===== src/rtl/mpct_pkg.sv =====
// Shared types and constants for the mouse packet cursor tracker.
package mpct_pkg;

    localparam int CFG_DATA_W   = 13;
    localparam int CFG_ADDR_W   = 1;
    localparam int MOUSE_BYTE_W = 8;

    localparam logic [CFG_ADDR_W-1:0] CFG_SCREEN_WIDTH  = 1'd0;
    localparam logic [CFG_ADDR_W-1:0] CFG_SCREEN_HEIGHT = 1'd1;

    localparam logic [CFG_DATA_W-1:0] SCREEN_WIDTH_RST  = 13'd1024;
    localparam logic [CFG_DATA_W-1:0] SCREEN_HEIGHT_RST = 13'd768;

    // header bit positions
    localparam int HDR_SYNC_IDX = 3;
    localparam int HDR_LEFT_IDX = 0;

    typedef enum logic [1:0] {
        PH_HEADER = 2'd0,
        PH_XDELTA = 2'd1,
        PH_YDELTA = 2'd2
    } phase_t;

endpackage


===== src/rtl/mouse_packet_cursor_tracker.sv =====
// Top level: mouse byte stream to clamped cursor position and left button state.
//
//  channel | dir | bits                                   | beat
//  s_      | in  | tdata[7:0] data_byte                    | one mouse byte
//  m_      | out | tdata x[CB-1:0], y, left, zero padding  | one completed packet
//  cfg_    | in  | addr 0 screen_width, 1 screen_height    | one register write
//
//  One byte is taken per cycle unless stalled; a result is registered the cycle after byte 3.
//  Header and x bytes are always taken; the third byte waits only while a result is unsent.
//  aresetn (synchronous) returns to header phase, position 0,0 and a 1024x768 screen.
//  A header byte with bit 3 clear is dropped.
module mouse_packet_cursor_tracker #(
    parameter int COORD_BITS = 12
) (
    input  logic                                aclk,
    input  logic                                aresetn,
    input  logic                                s_tvalid,
    output logic                                s_tready,
    input  logic [mpct_pkg::MOUSE_BYTE_W-1:0]   s_tdata,   // [7:0] data_byte
    output logic                                m_tvalid,
    input  logic                                m_tready,
    // cursor_x, cursor_y, left_pressed, zero padding to bytes
    output logic [((2*COORD_BITS+8)/8)*8-1:0]   m_tdata,
    input  logic                                cfg_wr_en,
    input  logic [mpct_pkg::CFG_ADDR_W-1:0]     cfg_addr,
    input  logic [mpct_pkg::CFG_DATA_W-1:0]     cfg_wdata
);
    import mpct_pkg::*;

    localparam int TDATA_W = ((2*COORD_BITS+8)/8)*8;
    localparam int PAD_W   = TDATA_W - 2*COORD_BITS - 1;
    localparam int SW      = (COORD_BITS + 1 > CFG_DATA_W) ? COORD_BITS + 1 : CFG_DATA_W;
    localparam int VW      = COORD_BITS + 2;

    phase_t                    phase_reg, phase_next;
    logic                      left_reg;
    logic [MOUSE_BYTE_W-1:0]   xdelta_reg;
    logic [COORD_BITS-1:0]     pos_x_reg, pos_y_reg, pos_x_next, pos_y_next;
    logic                      out_left_reg;
    logic                      m_valid_reg, m_valid_next;
    logic [CFG_DATA_W-1:0]     width_reg, height_reg;

    logic                      s_accept;
    logic                      header_load, xdelta_load, packet_done;
    logic [COORD_BITS-1:0]     hi_x, hi_y;

    function automatic logic [COORD_BITS-1:0] size_limit(input logic [CFG_DATA_W-1:0] size);
        logic [SW-1:0] ext;
        logic [SW-1:0] lim;
        logic [SW-1:0] cap_m1;
        ext    = SW'(size);
        cap_m1 = {{(SW-COORD_BITS){1'b0}}, {COORD_BITS{1'b1}}};
        lim    = (ext == '0) ? '0 : ext - 1'b1;
        if (lim > cap_m1) begin
            lim = cap_m1;
        end
        return lim[COORD_BITS-1:0];
    endfunction

    function automatic logic [COORD_BITS-1:0] clamp_pos(input logic signed [VW-1:0] v,
                                                       input logic [COORD_BITS-1:0] hi);
        logic [COORD_BITS-1:0] res;
        if (v[VW-1]) begin
            res = '0;
        end else if (v[VW-2:0] > {1'b0, hi}) begin
            res = hi;
        end else begin
            res = v[COORD_BITS-1:0];
        end
        return res;
    endfunction

    assign s_accept = s_tvalid && s_tready;
    assign s_tready = (phase_reg == PH_HEADER) || (phase_reg == PH_XDELTA) ||
                      !m_valid_reg || m_tready;

    always_comb begin
        phase_next = phase_reg;
        unique case (phase_reg)
            PH_HEADER: begin
                if (s_accept && s_tdata[HDR_SYNC_IDX]) begin
                    phase_next = PH_XDELTA;
                end
            end
            PH_XDELTA: begin
                if (s_accept) begin
                    phase_next = PH_YDELTA;
                end
            end
            default: begin
                if (s_accept) begin
                    phase_next = PH_HEADER;
                end
            end
        endcase
    end

    always_comb begin
        header_load = 1'b0;
        xdelta_load = 1'b0;
        packet_done = 1'b0;
        unique case (phase_reg)
            PH_HEADER: header_load = s_accept && s_tdata[HDR_SYNC_IDX];
            PH_XDELTA: xdelta_load = s_accept;
            default:   packet_done = s_accept;
        endcase
    end

    assign hi_x = size_limit(width_reg);
    assign hi_y = size_limit(height_reg);

    always_comb begin
        logic signed [VW-1:0] vx;
        logic signed [VW-1:0] vy;
        vx = $signed({2'b00, pos_x_reg}) + $signed({{(VW-8){xdelta_reg[7]}}, xdelta_reg});
        vy = $signed({2'b00, pos_y_reg}) - $signed({{(VW-8){s_tdata[7]}}, s_tdata});
        pos_x_next = clamp_pos(vx, hi_x);
        pos_y_next = clamp_pos(vy, hi_y);
    end

    assign m_valid_next = packet_done ? 1'b1 : (m_tready ? 1'b0 : m_valid_reg);

    always_ff @(posedge aclk) begin
        if (!aresetn) begin
            phase_reg   <= PH_HEADER;
            m_valid_reg <= 1'b0;
            pos_x_reg   <= '0;
            pos_y_reg   <= '0;
            width_reg   <= SCREEN_WIDTH_RST;
            height_reg  <= SCREEN_HEIGHT_RST;
        end else begin
            phase_reg   <= phase_next;
            m_valid_reg <= m_valid_next;
            if (packet_done) begin
                pos_x_reg <= pos_x_next;
                pos_y_reg <= pos_y_next;
            end
            if (cfg_wr_en && cfg_addr == CFG_SCREEN_WIDTH) begin
                width_reg <= cfg_wdata;
            end
            if (cfg_wr_en && cfg_addr == CFG_SCREEN_HEIGHT) begin
                height_reg <= cfg_wdata;
            end
        end
    end

    always_ff @(posedge aclk) begin
        if (header_load) begin
            left_reg <= s_tdata[HDR_LEFT_IDX];
        end
        if (xdelta_load) begin
            xdelta_reg <= s_tdata;
        end
        if (packet_done) begin
            out_left_reg <= left_reg;
        end
    end

    assign m_tvalid = m_valid_reg;
    assign m_tdata  = {{PAD_W{1'b0}}, out_left_reg, pos_y_reg, pos_x_reg};

endmodule


===== config.mk =====
export PLATFORM = sky130hd
export DESIGN_NAME = mouse_packet_cursor_tracker
export DESIGN_NICKNAME = d
export VERILOG_FILES = /design/src/rtl/mpct_pkg.sv /design/src/rtl/mouse_packet_cursor_tracker.sv
export SDC_FILE = /design/constraint.sdc
export NUM_CORES = 1
export LEC_CHECK = 0
export BUFFER_PORTS_ARGS = -buffer_cell sky130_fd_sc_hd__buf_2
export CAP_MARGIN = 20
export CORE_MARGIN = 4
export CORE_UTILIZATION = 64
export CTS_BUF_LIST = sky130_fd_sc_hd__clkbuf_8 sky130_fd_sc_hd__clkbuf_16
export CTS_CLUSTER_DIAMETER = 60
export DETAILED_ROUTE_END_ITERATION = 10
export PLACE_DENSITY = 0.95
export SYNTH_ARGS = -nofsm -noshare
export SYNTH_HDL_FRONTEND = slang
export SYNTH_SLANG_ARGS = --single-unit

===== constraint.sdc =====
create_clock -name aclk -period 10.1 [get_ports aclk]
set_input_delay 1.01 -clock aclk [delete_from_list [all_inputs] [get_ports aclk]]
set_output_delay 1.01 -clock aclk [all_outputs]
set_load 0.02 [all_outputs]

==> results of run 1 <==
per-layer routing:
metal | wire [µm] | vias to the layer above
met1 | 5170 | 2142
met5 | 0 | -
met4 | 342 | 0
met2 | 6130 | 241
met3 | 1110 | 38
li1 | - | 2189
through the flow:
| stage | hold slack (ps) | util (%) | area [µm²] | instances |
|---|---|---|---|---|
| 6_report | 429 | 72.8 | 5280 | 742 |
| 5_1_grt | 433 | 72.8 | 5280 | 742 |
| 2_1_floorplan | 400 | - | 4800 | 602 |
| 3_3_place_gp | 405 | 69.7 | 5060 | 726 |
| 3_5_place_dp | 407 | 69.7 | 5060 | 726 |
| 4_1_cts | 430 | 72.8 | 5280 | 742 |
worst max-delay path: stages:
cell and delay [ps]:
buf_2 110, ha_1 170, inv_1 50, fa_1 420, a21o_1 210, nand4_1 120, a31oi_1 180, a21o_1 230
a21o_1 190, xnor2_1 190, inv_1 80, ha_1 290, nand2_1 60, nor3_1 280, nand2_1 90, o21ai_0 110
a21oi_1 100, nor3_2 890, mux2_2 440, a22o_1 220
cells by family (layout without fill, tap and decap cells):
family                     after synthesis  after routing  share of synthesized area, %
xor gates and xnor gates                35             35                          6.42
buffers and inverters                   65            106                          5.79
muxes                                   13             13                          2.83
and+or+nand+nor                        212            212                          20.8
other                                    1              7                        0.0786
adders and majority gates               57             57                          15.1
DFF                                     63             63                          28.5
AOI/OAI and AO/OA                      150            150                          20.5
final timing paths:
check | endpoint | cells after the start
min reg2reg | out_left_reg | 0
max | pos_y_reg[5] | 20
max reg2reg | pos_y_reg[5] | 15
min | out_left_reg | 0
layout by cell type (no fill, tap or decap), drive strengths merged, types with 4 or more instances in the layout:
cell type,netlist,layout
a211oi,5,5
a21boi,23,23
a21o,4,4
a21oi,42,42
a22o,12,12
buf,10,54
clkbuf,19,10
conb,1,7
dfxtp,53,53
edfxtp,10,10
ha,52,52
inv,36,37
mux2,4,4
mux2i,9,9
nand2,108,108
nand2b,8,8
nand3,11,11
nand4,6,6
nor2,26,26
nor2b,7,7
nor3,21,21
nor4,6,6
o21ai,33,33
o221ai,7,7
o31ai,5,5
or3,4,4
xnor2,20,20
xor2,15,15
Yosys cell counts, drive strengths merged, types with 5 or more instances:
master	instances
xor2	15
o21ai	33
nand2b	8
buf	10
a22o	12
nand2	108
a21oi	42
o31ai	5
dfxtp	53
nand3	11
ha	52
o221ai	7
a211oi	5
nor2b	7
mux2i	9
edfxtp	10
xnor2	20
nand4	6
a21boi	23
inv	36
nor3	21
nor4	6
nor2	26
clkbuf	19
report_power, final:
group | switching (mW) | internal [mW]
logic | 0.107 | 0.0699
clock network | 0.107 | 0.145
registers | 0.0100 | 0.263
total | 0.224 | 0.477
cell type report:
class	instances	area, µm²	share of cell area [%]
clock buffers	10	138	2.61
repair buffers	54	273	5.17
flip-flops and latches	63	1360	25.8
clock inverters	6	85.1	1.61
well taps	99	124	2.35
inverters	36	135	2.56
multi-input cells	474	3160	59.9
==> summary.md, run 1 <==
| Metric | Value |
|---|---|
| Global-route wire length before repair | `21,100 µm` |
| GRT Total Usage | `between 30% and 40%` |
| Hold/Removal Path Class | `flop to flop` |
| Ys flop type | `dfxtp_1` |
| Finish-stage setup viols | `0` |
| Worst-margin pin slew | `between 1000 and 1500 ps` |
| Max Fclk | `between 150 and 200 MHz` |
| First drt pass iteration count | `5` |
| Post-Synthesis Cells | `596` |
| DRC marker count from the first detailed-route iteration | `268` |
| # hold bufs at CTS | `0` |
| R2r startpoint | `height_reg[0]` |
| Drt wl/cell | `17.2 µm` |
| TritonCTS buffer count | `9` |
| Cell Area, Synth | `4770 µm²` |
| RSZ-0062 raised after global routing | `no` |
| DRC | `0` |
| Final ANT Viol Nets | `0` |
| Via count | `4,610` |
| Lkg Pwr | `roughly 2.3 nW` |
| Avg Cell Area, Syn | `between 8 and 9 µm²` |
| Fillers | `between 500 and 600` |
| CTS tree | `done` |
| Final worst slack | `4920 ps` |
| Post-synth top area cell | `dfxtp_1` |
| Pre-CTS setup slack | `between 4000 and 5000 ps` |
| Fin Setup TNS | `0 ps` |
| Layout cell share with drive strength beyond 1 | `13.1%` |
| Routing usage on met2 | `50.1%` |
| Library cells used by synthesis | `between 50 and 60` |
| Met3 usage | `between 8 and 9%` |
| Required @ worst endpoint | `10,360 ps` |
| CP arrival | `5430 ps` |
| DPL Wire Length | `9570 µm` |
| Largest net degree at the start of global routing | `32` |
| Final WL | `12,800 µm` |
| Final period util | `51.3%` |
| Fin. max-slew vios | `0` |
| Total grt overflow | `0` |
| Max_cap viols | `0` |
| CP Max Fanout | `12` |
| Worst setup EP type | `flop` |
| P per Cell Area | `133 nW/µm²` |
| CP Launch Type | `input port` |
| Synth-to-Final Area Change | `10.6%` |
| Met1 usage | `about 37%` |
| Initial antenna violation count | `0` |
| Post-synth EDFFs | `10` |
| DIE HEIGHT | `between 90 and 100 µm` |
| Synth area leaders | `dfxtp_1 (22%), ha_1 (14%), nand2_1 (8.5%)` |
| Placeable Area | `~7300 µm²` |
| Clk pin slew, worst setup/hold paths | `70 ps` |
| CTS resizes | `0` |
| CTS max path bufs | `2` |
| WS Path Type | `input port to flop` |
| Hold path start | `left_reg` |
| Synth Warn # | `0` |
| Tmin final | `5180 ps` |
| Synthesized flop and latch total | `63` |
| Clock sinks | `63` |
| Proportion of netlist area held by the largest area contributor | `22.2%` |
| CP startpoint | `s_tdata[0]` |
| DIE WIDTH | `94.4 µm` |
| Boundary pin count | `61` |
| RePlAce Congestion | `0.963` |
| Maximum vdd drop | `84.7 µV` |
| Drt via density | `6.21` |
| CTS H-tree depth | `3` |
| Post-CTS setup repair buffer count | `0` |
| Number of global-route vias before repair | `~4,500` |
| CTS root buf | `clkbuf_8` |
| GRT busiest layer | `met2` |
| Final Hold Viols | `0` |
| Outcome | `completed` |
| Floorplan row count | `31` |
| Register area share after synthesis | `about 29%` |
| Clock latency on the worst-skew pair | `360 ps` |
| Antenna cells | `0` |
| Nets | `~700` |
| Number of port buffers | `between 50 and 60` |
| Worst slew margin | `27.9%` |
| Die ar. | `between 8000 and 9000 µm²` |
| R2R Setup Slk | `slightly above 5000 ps` |
| Initial core utilization | `65.8%` |
| Layout Skew | `6.85 ps` |
| Power consumption | `701 µW` |
| Ys async rst share | `0%` |
No activity file was read; power rests on OpenSTA's default activity.
==> inputs of run 2 (changes only) <==
Settings changed: CORE_UTILIZATION 64 to 59, PLACE_DENSITY 0.95 to 0.92.
Clock period 10.1 ns to 4.9 ns, I/O delays scaled along.
==> run 2 against run 1 <==
Routed wire length decreased by 2.2%. Non-clock buffer count is 3 higher. Clock-buffer cell count unchanged. Clock skew rose by 2.6 ps. Utilization is 4.8 points lower. Largest power group unchanged. Sequential share of layout area is 0.12 points lower. Critical path depth shrank 4. Setup slack got worse by 4500 ps. First-iteration DRC count up 37%.
==> summary.md, run 2 (synthesized netlist as in run 1, its figures left out) <==
| Metric | Value |
|---|---|
| Most frequent cells in the layout | `nand2_1 (108), dfxtp_1 (53), buf_2 (53)` |
| Floorplan row count | `32` |
| WHS Path Cells | `1` |
| Clock latency on the worst-skew pair | `around 350 ps` |
| Required @ worst endpoint | `approximately 5100 ps` |
| Cell Area, Placed | `5080 µm²` |
| Pre-CTS setup slack | `489 ps` |
| Slowest-stage cell, CP | `nor2_1` |
| Worst setup EP type | `flop` |
| DRC marker count from the first detailed-route iteration | `366` |
| CP Launch Type | `flop` |
| Antenna cells | `0` |
| Largest net degree at the start of global routing | `32` |
| Clock sinks | `63` |
| CTS H-tree depth | `3` |
| Die ar. | `9590 µm²` |
| Global-route wire length before repair | `20,900 µm` |
| CTS root buf | `clkbuf_8` |
| Via count | `around 4,600` |
| Initial core utilization | `61.1%` |
| CP Max Fanout | `12` |
| Crit path buffers/inverters | `1` |
| Tmin final | `4450 ps` |
| RSZ-0062 raised after global routing | `no` |
| Number of global-route vias before repair | `roughly 4,500` |
| Boundary pin count | `61` |
| Finish-stage setup viols | `0` |
| Hold endpoint | `xdelta_reg[5]` |
| Layout cell share with drive strength beyond 1 | `13.5%` |
| Fin Setup TNS | `0 ps` |
| First drt pass iteration count | `5` |
| Layout Skew | `9.45 ps` |
| Post-CTS setup repair buffer count | `0` |
| CTS resizes | `0` |
| R2r startpoint | `xdelta_reg[0]` |
| Synth-to-Final Area Change | `11.1%` |
| Fin util | `about two thirds` |
| CTS tree | `done` |
| Final WL | `12,500 µm` |
| DRC | `0` |
| Hold path start | `s_tdata[5]` |
| R2R cell count | `16` |
| Initial antenna violation count | `0` |
| Placeable Area | `7810 µm²` |
| Final Hold Viols | `0` |
| Number of port buffers | `53` |
| RePlAce Congestion | `0.904` |
| Cell family with most CP delay | `simple AND/OR/NAND/NOR gates` |
| Fin. max-slew vios | `0` |
| DIE WIDTH | `97.9 µm` |
| Crit Reg-Reg Endpoint | `pos_x_reg[4]` |
| CP arrival | `4640 ps` |
| DIE HEIGHT | `97.9 µm` |
| Final period util | `90.8%` |
| WS Path Type | `flop to flop` |
| Drt wl/cell | `16.7 µm` |
| Most common cell after layout, fill and taps aside | `nand2_1` |
| Outcome | `completed` |
| Lkg Pwr | `between 2 and 2.5 nW` |
| R2R Setup Slk | `450 ps` |
| Power consumption | `1.45 mW` |
| Max incr delay on CP | `600 ps` |
| # hold bufs at CTS | `0` |
| Clk pin slew, worst setup/hold paths | `80 ps` |
| Nets | `722` |
| Worst-margin pin slew | `826 ps` |
| Drt via density | `slightly above 6` |
| TritonCTS buffer count | `9` |
| Total grt overflow | `0` |
| Final worst slack | `approximately 450 ps` |
| DPL Wire Length | `9640 µm` |
| Maximum vdd drop | `between 150 and 200 µV` |
| Final ANT Viol Nets | `0` |
| Design Area, Final | `around 5300 µm²` |
| Hold/Removal Path Class | `input port to flop` |
| P per Cell Area | `between 200 and 300 nW/µm²` |
| Worst slew margin | `between 40 and 50%` |
| Max Fclk | `225 MHz` |
| Max_cap viols | `0` |
| Crit-path cells | `ha_1 -> fa_1 -> a211oi_1 -> o21ai_0 -> and2_1 -> a21oi_1 -> xnor2_1 -> ha_1 -> nor4_1 -> o21ai_0 -> a21oi_1 -> nor3_1 -> buf_4 -> nor2_1 -> or2_2 -> o221ai_1` |
| GRT Total Usage | `about a quarter` |
| CTS max path bufs | `2` |
run 2: changes by cell type in the layout (fill, tap and decap cells not counted), sizes merged:
cell | before | now
inv | 37 | 38
clkinvlp | 1 | 0
buf | 54 | 57
run 2: worst max path at each step:
stage	startpoint	end	slack [ps]	cells after the start
5_1_grt	pos_x_reg[0]	pos_x_reg[4]	240	16
6_report	xdelta_reg[0]	pos_x_reg[4]	450	16
3_5_place_dp	s_tdata[2]	pos_y_reg[5]	490	20
2_1_floorplan	s_tdata[0]	pos_y_reg[5]	900	20
4_1_cts	xdelta_reg[0]	pos_x_reg[4]	580	16
3_3_place_gp	s_tdata[0]	pos_y_reg[7]	780	21
run 2: final cells by class:
| class | instances | area (µm²) |
|---|---|---|
| clock inverters | 6 | 83.8 |
| inverters | 36 | 135 |
| clock buffers | 10 | 138 |
| multi-input cells | 474 | 3160 |
| flip-flops and latches | 63 | 1360 |
| well taps | 102 | 128 |
| fillers | 630 | 2500 |
| repair buffers | 57 | 295 |
run 2: stage by stage:
stage,std cells,hold WS [ps]
2_1_floorplan,602,400
3_3_place_gp,732,408
3_5_place_dp,732,424
4_1_cts,748,328
5_1_grt,748,332
6_report,748,333
run 2: power breakdown:
group	total [mW]	internal (mW)	switching, mW	leakage [nW]
clock	0.517	0.299	0.218	0.118
combinational	0.369	0.149	0.219	1.71
sequential	0.561	0.541	0.0203	0.522
run 2: per-layer routing:
metal  vias to the layer above  share of wire [%]  track usage [%]
met1                      2145                 43             34.8
met3                        29                7.8             4.36
met4                         0                2.1             9.69
li1                       2195                  -                -
met5                         -                  0            0.513
met2                       242                 47             42.6
==> inputs of run 3 (changes only) <==
--- a/config.mk
+++ b/config.mk
@@ -6,12 +6,13 @@
 export NUM_CORES = 1
 export LEC_CHECK = 0
+export ABC_AREA = 1
 export BUFFER_PORTS_ARGS = -buffer_cell sky130_fd_sc_hd__buf_2
 export CAP_MARGIN = 20
-export CORE_MARGIN = 4
-export CORE_UTILIZATION = 59
+export CORE_MARGIN = 2
+export CORE_UTILIZATION = 60
 export CTS_BUF_LIST = sky130_fd_sc_hd__clkbuf_8 sky130_fd_sc_hd__clkbuf_16
 export CTS_CLUSTER_DIAMETER = 60
 export DETAILED_ROUTE_END_ITERATION = 10
-export PLACE_DENSITY = 0.92
+export PLACE_DENSITY = 0.93
 export SYNTH_ARGS = -nofsm -noshare
 export SYNTH_HDL_FRONTEND = slang
==> constraint.sdc (replaced) <==
create_clock -name aclk -period 4.9 [get_ports aclk]
set_input_delay 0 -clock aclk [delete_from_list [all_inputs] [get_ports aclk]]
set_output_delay 0 -clock aclk [all_outputs]
set_load 0.02 [all_outputs]
==> run 3 against run 2 <==
Synthesized cell count rose by 26%. Fmax rose by 16%. Global-route usage rose by 2.0 points. Area after synthesis rose by 10%. Sequential cell count did not move. Register-to-register slack improved by 600 ps. Setup slack improved by 600 ps. First-iteration DRC count rose by 19%. Critical path depth rose by 7. Critical endpoint is now pos_x_reg[6]. Largest cell class unchanged.
==> summary.md, run 3 <==
| Metric | Value |
|---|---|
| Post-Synthesis Cells | `751` |
| R2R Setup Slk | `1050 ps` |
| Ys flop type | `dfxtp_1` |
| Fillers | `687` |
| Layout Skew | `5.00 ps` |
| Cells after DPL | `891` |
| Power consumption | `between 1 and 1.5 mW` |
| Tmin final | `3850 ps` |
| Max Fclk | `260 MHz` |
| Drt via density | `between 5 and 6` |
| Lkg Pwr | `3.19 nW` |
| Antenna cells | `0` |
| Post-synth top area cell | `dfxtp_1` |
| Proportion of netlist area held by the largest area contributor | `about 20%` |
| Hold path start | `m_tready` |
| CP Launch Type | `flop` |
| Most frequent cells in the layout | `nand2_1 (179), inv_1 (97), nor2_1 (71)` |
| RSZ-0062 raised after global routing | `no` |
| R2R cell count | `23` |
| Fin Setup TNS | `0 ps` |
| Library cells used by synthesis | `50` |
| CTS H-tree depth | `3` |
| Hold/Removal Path Class | `input port to flop` |
| Outcome | `completed` |
| Fin cells | `929` |
| Final ANT Viol Nets | `0` |
| Required @ worst endpoint | `5210 ps` |
| CP arrival | `4160 ps` |
| Most common cell after layout, fill and taps aside | `nand2_1` |
| R2r startpoint | `xdelta_reg[0]` |
| GRT Total Usage | `28.2%` |
| Via count | `slightly above 5,000` |
| CP startpoint | `xdelta_reg[0]` |
| Drt wl/cell | `about 14 µm` |
| Number of global-route vias before repair | `4,717` |
| Avg Cell Area, Syn | `7.00 µm²` |
| DIE HEIGHT | `97.6 µm` |
| CTS tree | `done` |
| TritonCTS buffer count | `9` |
| WS Path Type | `flop to flop` |
| First drt pass iteration count | `5` |
| Max_cap viols | `0` |
| Worst-margin pin slew | `809 ps` |
| Clock sinks | `63` |
| DRC | `0` |
| Ys async rst share | `0%` |
| Worst slew margin | `a little under half` |
| Maximum vdd drop | `170 µV` |
| RePlAce Congestion | `0.903` |
| Final WL | `around 13,000 µm` |
| Synth area leaders | `dfxtp_1 (20%), nand2_1 (13%), ha_1 (12%)` |
| DRC marker count from the first detailed-route iteration | `437` |
| Floorplan row count | `34` |
| Synthesized flop and latch total | `63` |
| Boundary pin count | `61` |
| CTS root buf | `clkbuf_8` |
| Final period util | `roughly 79%` |
| Nets | `roughly 900` |
| Final Hold Viols | `0` |
| Number of port buffers | `53` |
| Die ar. | `9520 µm²` |
| Register area share after synthesis | `25.9%` |
| Clk pin slew, worst setup/hold paths | `70 ps` |
| Layout cell share with drive strength beyond 1 | `15.6%` |
| Post-synth EDFFs | `10` |
| Placeable Area | `8590 µm²` |
| Fin. max-slew vios | `0` |
| Clock latency on the worst-skew pair | `360 ps` |
| Initial core utilization | `61.2%` |
| Worst setup EP type | `flop` |
| CP Max Fanout | `13` |
| Cell Area, Synth | `between 5000 and 6000 µm²` |
| DPL Wire Length | `9230 µm` |
| Synth top cells by count | `nand2_1 (179), inv_1 (96), nor2_1 (71), dfxtp_1 (53), ha_1 (52)` |
| Total grt overflow | `0` |
| Synth Warn # | `0` |
| Synth-to-Final Area Change | `12.7%` |
| Largest net degree at the start of global routing | `42` |
| Count leader, synth | `nand2_1` |
| P per Cell Area | `252 nW/µm²` |
| Initial antenna violation count | `0` |
| Fin util | `68.9%` |
| DIE WIDTH | `a little under 100 µm` |
| WHS Path Cells | `6` |
| CTS max path bufs | `2` |
| Finish-stage setup viols | `0` |
| Global-route wire length before repair | `approximately 22,000 µm` |
==> run 3: changes by cell type after synthesis, moves of 9 or more <==
cell	previous run	this run
xor2_1	15	26
xnor2_1	20	9
nor2_1	26	71
a21boi_0	23	0
a22o_1	12	0
mux2i_1	9	0
clkbuf_1	19	8
nor3_1	21	3
nand3_1	11	51
o21ai_1	1	12
inv_1	36	96
nand2_2	0	10
nand2_1	108	179
==> run 3: area by class of cell <==
class | count | area, µm² | area share (%)
clock buffer | 11 | 163 | 2.75
clock inverter | 5 | 55.1 | 0.930
inverter | 117 | 448 | 7.56
multi-input combinational | 550 | 3270 | 55.3
sequential | 63 | 1360 | 23.0
tap | 108 | 135 | 2.28
timing repair buffer | 75 | 485 | 8.20
==> run 3: worst max-delay path, stage by stage (launching register included) <==
cell and delay, ps:
edfxtp_1 390, ha_1 240, fa_1 420, nand3_1 110
nand2_1 100, a21oi_1 210, o21ai_1 120, xnor2_1 230
inv_1 70, ha_1 330, nand2_1 70, inv_1 30
nor2_1 80, o21a_1 120, nand2_1 50, nand2_1 50
nand2_1 40, nand2_1 50, nand2_1 40, nand2_1 290
nand2_1 350, nand2_1 210, nand4_1 110, nand2_1 90
==> run 3: cell families after synthesis <==
group                      count (synthesis)  share of synthesized area, %
and+or+nand+nor                          355                          31.3
buffers and inverters                    144                          12.2
AOI/OAI and AO/OA                         97                          10.7
DFF                                       63                          25.9
adders and majority gates                 54                          13.1
xor gates and xnor gates                  37                          6.67
other                                      1                        0.0714
==> run 3: final timing paths <==
check                      end
setup / recovery  pos_x_reg[6]
hold / removal        m_tvalid
setup reg to reg  pos_x_reg[6]
hold reg to reg   out_left_reg
==> run 3: stage by stage <==
stage | area, µm² | hold WS [ps] | setup slack, ps
floorplan | 5280 | 98.9 | 1700
global placement | 5480 | 206 | 1320
detailed placement | 5480 | 209 | 1200
CTS | 5920 | 54.7 | 1090
global route | 5920 | 123 | 724
finish | 5920 | 55.2 | 1050
==> run 3: what timing repair did <==
action	4_1_cts	5_1_grt
setup buffers	0	0
endpoints found under the hold margin	36	0
hold buffers	22	0
resized for setup	0	0
==> run 3: report_power, final <==
group	internal, mW	switching, mW
combinational	0.163	0.264
clock	0.278	0.222
sequential	0.544	0.0213
total	0.985	0.508
==> run 3: layer usage <==
metal  up-vias  track usage (%)  share of wire [%]
met2       275             47.9                 48
met5         -                0                  0
li1       2529                -                  -
met4         0             12.0                3.3
met1      2265             34.7                 40
met3        49             5.61                8.9
